### src/hdl/akc_div.sv
// ----------------------------------------------------------------------------
// akc_div: signed restoring divider, truncating toward zero
// One quotient bit per cycle; start loads operands, done pulses with quotient.
// ----------------------------------------------------------------------------
module akc_div #(
    parameter int NW = 20,
    parameter int DW = 13
) (
    input  logic                 clk,
    input  logic                 rst_n,
    input  logic                 start,
    input  logic signed [NW-1:0] num,
    input  logic signed [DW-1:0] den,
    output logic                 busy,
    output logic                 done,
    output logic signed [NW-1:0] quo
);
    localparam int CW = $clog2(NW + 1);

    logic [NW-1:0] q_reg, q_next;
    logic [DW:0]   rem_reg, rem_next;
    logic [DW-1:0] d_reg, d_next;
    logic          neg_reg, neg_next;
    logic [CW-1:0] cnt_reg, cnt_next;
    logic          busy_reg, busy_next;
    logic          done_reg, done_next;
    logic [DW:0]   trial;
    logic [DW:0]   shifted;

    always_ff @(posedge clk or negedge rst_n)
    begin
        if (!rst_n)
        begin
            busy_reg <= 1'b0;
            done_reg <= 1'b0;
            cnt_reg  <= '0;
        end
        else
        begin
            busy_reg <= busy_next;
            done_reg <= done_next;
            cnt_reg  <= cnt_next;
        end
    end

    always_ff @(posedge clk)
    begin
        q_reg   <= q_next;
        rem_reg <= rem_next;
        d_reg   <= d_next;
        neg_reg <= neg_next;
    end

    always_comb
    begin
        q_next    = q_reg;
        rem_next  = rem_reg;
        d_next    = d_reg;
        neg_next  = neg_reg;
        cnt_next  = cnt_reg;
        busy_next = busy_reg;
        done_next = 1'b0;
        shifted   = {rem_reg[DW-1:0], q_reg[NW-1]};
        trial     = shifted - {1'b0, d_reg};
        if (start)
        begin
            q_next    = num[NW-1] ? NW'(-num) : num;
            d_next    = den[DW-1] ? DW'(-den) : den;
            neg_next  = num[NW-1] ^ den[DW-1];
            rem_next  = '0;
            cnt_next  = CW'(NW);
            busy_next = 1'b1;
        end
        else if (busy_reg)
        begin
            if (!trial[DW])
            begin
                rem_next = trial;
                q_next   = {q_reg[NW-2:0], 1'b1};
            end
            else
            begin
                rem_next = shifted;
                q_next   = {q_reg[NW-2:0], 1'b0};
            end
            cnt_next = cnt_reg - 1'b1;
            if (cnt_reg == CW'(1))
            begin
                busy_next = 1'b0;
                done_next = 1'b1;
            end
        end
    end

    assign busy = busy_reg;
    assign done = done_reg;
    assign quo  = neg_reg ? NW'(-q_reg) : q_reg;

`ifndef SYNTHESIS
    a_done_after_busy: assert property (@(posedge clk) disable iff (!rst_n)
        done |-> $past(busy))
        else $error("divider done without busy");
    a_no_done_busy: assert property (@(posedge clk) disable iff (!rst_n)
        done |-> !busy)
        else $error("divider done while busy");
    a_cnt_zero: assert property (@(posedge clk) disable iff (!rst_n)
        !busy |-> cnt_reg == '0 || $past(start))
        else $error("divider count left over");
`endif
endmodule

### config.mk
export PLATFORM = sky130hd
export DESIGN_NAME = akc_div
export DESIGN_NICKNAME = d
export VERILOG_FILES = /design/src/hdl/akc_div.sv
export SDC_FILE = /design/constraint.sdc
export NUM_CORES = 1
export LEC_CHECK = 0
export ABC_AREA = 1
export BUFFER_PORTS_ARGS = -buffer_cell sky130_fd_sc_hd__clkbuf_2
export CORE_MARGIN = 3
export CORE_UTILIZATION = 59
export CTS_BUF_LIST = sky130_fd_sc_hd__clkbuf_8 sky130_fd_sc_hd__clkbuf_16
export CTS_CLUSTER_SIZE = 14
export DETAILED_ROUTE_END_ITERATION = 16
export HOLD_SLACK_MARGIN = 0.02
export PLACE_DENSITY = 0.84
export SYNTH_ARGS = -nofsm -noshare
export SYNTH_HDL_FRONTEND = slang
export SYNTH_SLANG_ARGS = --single-unit
### constraint.sdc
create_clock -name clk -period 2.2 [get_ports clk]
set_clock_uncertainty 0.2 [all_clocks]
set_input_delay 0.11 -clock clk [delete_from_list [all_inputs] [get_ports clk]]
set_output_delay 0.11 -clock clk [all_outputs]
set_load 0.03 [all_outputs]
**Yosys cells after proc, flatten, opt, wreduce, memory -nomap -nowiden**

Cells that the tools add are included.

- Equal/unequal tests: 1
- Multiplexer cells: 15
- Bitwise logic cells: 1
- Reductions and logical operators: 1
- $add $sub $neg: 5

Operators with widths:

| operator | count |
|---|---|
| $mux W20 | 4 |
| $neg A20 Y20 | 2 |
| $sub A14 B13 Y14 | 1 |
| $mux W13 | 1 |
| $neg A13 Y13 | 1 |
| $mux W12 | 1 |
| $mux W5 | 2 |
| $mux W1 | 7 |
| $eq A5 B1 Y1 const B | 1 |
| $sub A5 B1 Y5 const B | 1 |
| $reduce_bool A2 Y1 | 1 |
| $xor A1 B1 Y1 | 1 |

- Flip-flop bits (word level): 54
- Output and inout port bits: 22
- Logic and storage cells: 31
- Bits of input ports: 36

**Longest topological paths before layout**

- Depth in word-level cells: 4
- Gate-level depth with buffers: 14
- Gate-level depth less buffers: 14

**Worst setup path before layout**

Ideal clock, no wire load.

- Path kind: reg2out
- Start point: register q_reg[0]
- End point: output quo[14]
- Slack: 0.109 ns
- Stages on the path, launching flop included: 11
- Data arrival time: 1.781 ns
- Cell sequence: edfxtp_1 > inv_1 > ha_1 > inv_1 > nor3_2 > nand3_1 > nand2_1 > nand2_1 > a21oi_2 > nand2_1 > xor2_1

- Word-level cells in the longest chain between the ends: 2

RTL lines:

| what | line | text |
|---|---|---|
| start, declared | 20 | `logic [NW-1:0] q_reg, q_next;` |
| start signal, assigned | 48 | `q_reg <= q_next;` |
| $neg A20 Y20 | 97 | `assign quo = neg_reg ? NW'(-q_reg) : q_reg;` |
| $mux W20 | 97 |  |
| end, declared | 16 | `output logic signed [NW-1:0] quo` |

No other way between the ends.

**Worst setup path in the final report**

- Start point: register q_reg[1]
- End point: output quo[14]

The elaborated chain is that of the path after synthesis.

==> run_results.csv <==
group,metric,value,unit
synth,muxShareOfSynthArea,0,
layout,drive_gt1_frac,0.219,
clock_tree,cts-buffers-inserted,5,
synth,ys_types,36,
pwr,finalPower,5.09,mW
synth,synth-compound-area-share,0.0838,
synth,yosys_warnings,0,
worst_hold_path,min_from,"num[6]",
setup_path,path_class,"reg -> out",
pwr,pwr-share-clk,0.154,
synth,synth_fa_ha_area_frac,0.0576,
die,dieHeight,90.9,um
grt,grt_usage,0.264,
die,core,6910,um^2
pwr,power_switching_share,0.438,
layout,nets,756,
placement,post-dp-hpwl,8.29,mm
layout,largest_reg_flops,20,
worst_hold_path,hp-class,"in -> reg",
routing,vias_per_cell,5.49,
pwr,seq_power_share,0.293,
run_status,run_status,"finished with violations",
setup_path,cp-start-kind,"flip-flop",
setup_path,path_cells,"inv_2, ha_4, inv_4, nor3_4, nand3_2, nand2_2, nand2_4, a21oi_4, nand2_1, xor2_1, buf_4",
timing,slew_headroom,0.694,
routing,drc_errors,0,
layout,finalNonFillerCells,798,
setup_path,reg2reg_depth,13,
run_status,violations,"setup timing",
timing,finalHoldViolations,0,
pwr,power.density,934,nW/um^2
die,start_util,0.616,
die,die_width,90.9,um
routing,wl_per_cell,14.5,um
routing,drtIter0Drc,422,
worst_hold_path,whs_path_depth,3,
setup_path,cpMaxStageDelayCell,"edfxtp_1",
synth,syn-num-nets,657,
setup_path,rr_startpoint,"d_reg[7]$_DFFE_PP_",
run,maxCapViolations,0,
routing,routed-via-count,4381,
setup_path,timing.rr.end,"rem_reg[9]$_SDFFE_PP0P_",
pwr,p_leak,2.73,nW
clock_tree,clk_pin_slew,0.09,ns
timing,setup_tns,-1.70,ns
pwr,p_sw,2.23,mW
clock_tree,numClockSinks,54,
worst_hold_path,whs_endpoint,"q_reg[6]$_DFFE_PP_",
synth,synth_area_per_cell,7.07,um^2
grt,grt_pass1_vias,4058,
pwr,comb_power_share,0.552,
grt,antenna_found_initial,0,
pwr,p_int,2.86,mW
setup_path,worstPathArrival,2.13,ns
pwr,vdd_ir_drop_max,0.492,mV
setup_path,critical_path_buf_inv_count,3,
layout,antenna_cells,0,
setup_path,r2r_slack,0.09,ns
grt,grt_max_degree,31,
layout,syn2layout_area_growth,27.9,%
setup_path,critPathCaptureType,"output pin",
die,io_pins,58,
timing,worst_slack,-0.239,ns
clock_tree,cts_tree,"done",
setup_path,critical-path-max-stage-delay,0.48,ns
clock_tree,cts_max_level,2,
timing,fin_crit,2.44,ns
clock_tree,clock_latency,0.32,ns
die,rows,30,
synth,synth_xor_area_frac,0.0906,
synth,yosys.area_share.simple,0.311,
die,die_area,8270,um^2
setup_path,path_delay_family,"simple AND/OR/NAND/NOR gates",
clock_tree,cts_root_buffer,"clkbuf_8",
routing,wl,11.6,mm
routing,first_pass_iters,5,
synth,syn_inst,602,
synth,synth-seq-cells,54,
placement,gp_congestion,0.929,
synth,synth_top_family_by_area,"simple AND/OR/NAND/NOR gates",
timing,rsz0062_at_grt,"yes",
timing,fmax,410,MHz
setup_path,cp_max_fo,3,
synth,yosysSeqAreaShare,0.342,
timing,finalMaxSlewViolations,0,
clock_tree,clockBufferDepth,2,
setup_path,crit_required,1.89,ns
placement,dp_cells,761,
placement,portBuffers,57,
timing,setup_viol,12,
synth,syn_area,4260,um^2
grt,grt_pass1_wl,17.9,mm
timing,post-route-period-util,1.11,
grt,grt-ovfl-total,0,
timing,worst_pin_slew,0.455,ns
routing,antenna_left,0,
[tightest hold or removal path, stage by stage]
cell      delay (ns)
clkbuf_2        0.11
xnor2_1         0.08
o21ai_0         0.12
[cells in the final DEF, fill, tap and decap left out, drive strengths merged, types with 2 or more instances in the layout]
master | Yosys | routed
clkbuf | 10 | 52
edfxtp | 34 | 34
nand3b | 3 | 3
dfrtp | 7 | 7
dlygate4sd3 | 0 | 20
a21oi | 20 | 20
ha | 18 | 18
nor4 | 3 | 3
dfxtp | 13 | 13
nor2 | 50 | 50
nor3 | 7 | 7
xor2 | 33 | 33
bufinv | 0 | 2
nand4 | 8 | 8
o211ai | 4 | 4
inv | 109 | 109
o22ai | 2 | 2
buf | 5 | 40
nand3 | 64 | 64
xnor2 | 11 | 11
a31oi | 2 | 2
nand2 | 161 | 161
o21ai | 34 | 34
[layer usage]
layer | part of all wire | vias to the layer above | GRT usage | wire length, um
met3 | 0.082 | 32 | 0.0383 | 955
met4 | 0.024 | 0 | 0.0854 | 280
met5 | 0 | - | 0 | 0
met1 | 0.41 | 1991 | 0.337 | 4710
met2 | 0.49 | 234 | 0.457 | 5650
li1 | - | 2124 | - | -
[metrics by stage]
stage,hold WS (ns),util,area [um^2],setup slack (ns)
final,0.0271,0.788,5440,-0.239
after global routing,0.0338,0.788,5440,-0.337
after CTS,0.0214,0.753,5200,-0.217
after detailed placement,-0.243,0.686,4740,0.0172
after global placement,-0.249,0.686,4740,0.0676
after floorplan,-0.386,-,4260,0.109
[cells in the mapped netlist]
| master | number | area, um^2 |
|---|---|---|
| nand3_1 | 62 | 310 |
| buf_2 | 1 | 5.00 |
| dfrtp_1 | 7 | 175 |
| o22ai_1 | 2 | 12.5 |
| o21ai_0 | 34 | 170 |
| nand3b_1 | 3 | 22.5 |
| xnor2_1 | 11 | 96.3 |
| clkbuf_1 | 10 | 37.5 |
| nand2_2 | 7 | 43.8 |
| a21oi_1 | 18 | 90.1 |
| a21oi_2 | 1 | 8.76 |
| fa_1 | 1 | 20.0 |
| nor2_4 | 1 | 11.3 |
| ha_1 | 18 | 225 |
| buf_4 | 2 | 15.0 |
| nor3_1 | 6 | 30.0 |
| a21oi_4 | 1 | 16.3 |
| a31oi_1 | 2 | 12.5 |
| o211ai_1 | 4 | 30.0 |
| nor2_2 | 2 | 12.5 |
| buf_6 | 2 | 22.5 |
| nand2_1 | 151 | 567 |
| o2111ai_1 | 1 | 8.76 |
| dfxtp_1 | 13 | 260 |
| nor4_1 | 3 | 18.8 |
| nand4_1 | 8 | 50.1 |
| nand3_2 | 1 | 10.0 |
| nor2_1 | 47 | 176 |
| edfxtp_1 | 34 | 1020 |
| and2_4 | 1 | 8.76 |
| nor3_2 | 1 | 10.0 |
| inv_1 | 109 | 409 |
| nand3_4 | 1 | 17.5 |
| nand2_4 | 3 | 33.8 |
| xor2_1 | 33 | 289 |
| o31ai_1 | 1 | 7.51 |
[timing repair]
item	CTS	global route
setup endpoints to repair	11	33
hold buffers	20	0
pin swaps	4	10
gates resized for setup	25	61
hold endpoints to repair	26	0
buffers inserted	7	4
[power groups by stage]
stage          Combinational [mW]  Clock (mW)  Sequential, mW
2_1_floorplan                1.82           0            1.42
3_3_place_gp                 2.35           0            1.46
3_5_place_dp                 2.42           0            1.47
4_1_cts                      2.55       0.789            1.46
5_1_grt                      3.09       0.819            1.51
6_report                     2.81       0.785            1.49
[logic make-up (layout without fill, tap and decap cells)]
| logic type | count (synthesis) | after routing |
|---|---|---|
| xor gates and xnor gates | 44 | 44 |
| adders and majority gates | 19 | 19 |
| buffers and inverters | 124 | 224 |
| DFF | 54 | 54 |
| and+or+nand+nor | 297 | 297 |
| AOI/OAI and AO/OA | 64 | 64 |
[cell type report]
| cell class | count | area [um^2] |
|---|---|---|
| Multi-Input combinational cell | 424 | 2550 |
| Fill cell | 476 | 1460 |
| Sequential cell | 54 | 1460 |
| Timing Repair Buffer | 107 | 772 |
| Inverter | 109 | 412 |
| Tap cell | 96 | 120 |
| Clock buffer | 5 | 68.8 |
| Clock inverter | 3 | 63.8 |
[worst max-delay path by stage]
| stage | start | end | slack [ns] | cells after the start |
|---|---|---|---|---|
| 2_1_floorplan | q_reg[0]$_DFFE_PP_ | quo[14] | 0.11 | 10 |
| 3_3_place_gp | q_reg[19]$_DFFE_PP_ | rem_reg[8]$_SDFFE_PP0P_ | 0.07 | 13 |
| 3_5_place_dp | q_reg[0]$_DFFE_PP_ | quo[18] | 0.02 | 11 |
| 4_1_cts | q_reg[1]$_DFFE_PP_ | quo[18] | -0.22 | 11 |
| 5_1_grt | q_reg[1]$_DFFE_PP_ | quo[14] | -0.34 | 11 |
| 6_report | q_reg[1]$_DFFE_PP_ | quo[14] | -0.24 | 11 |
No activity file was read; power rests on OpenSTA's default activity.
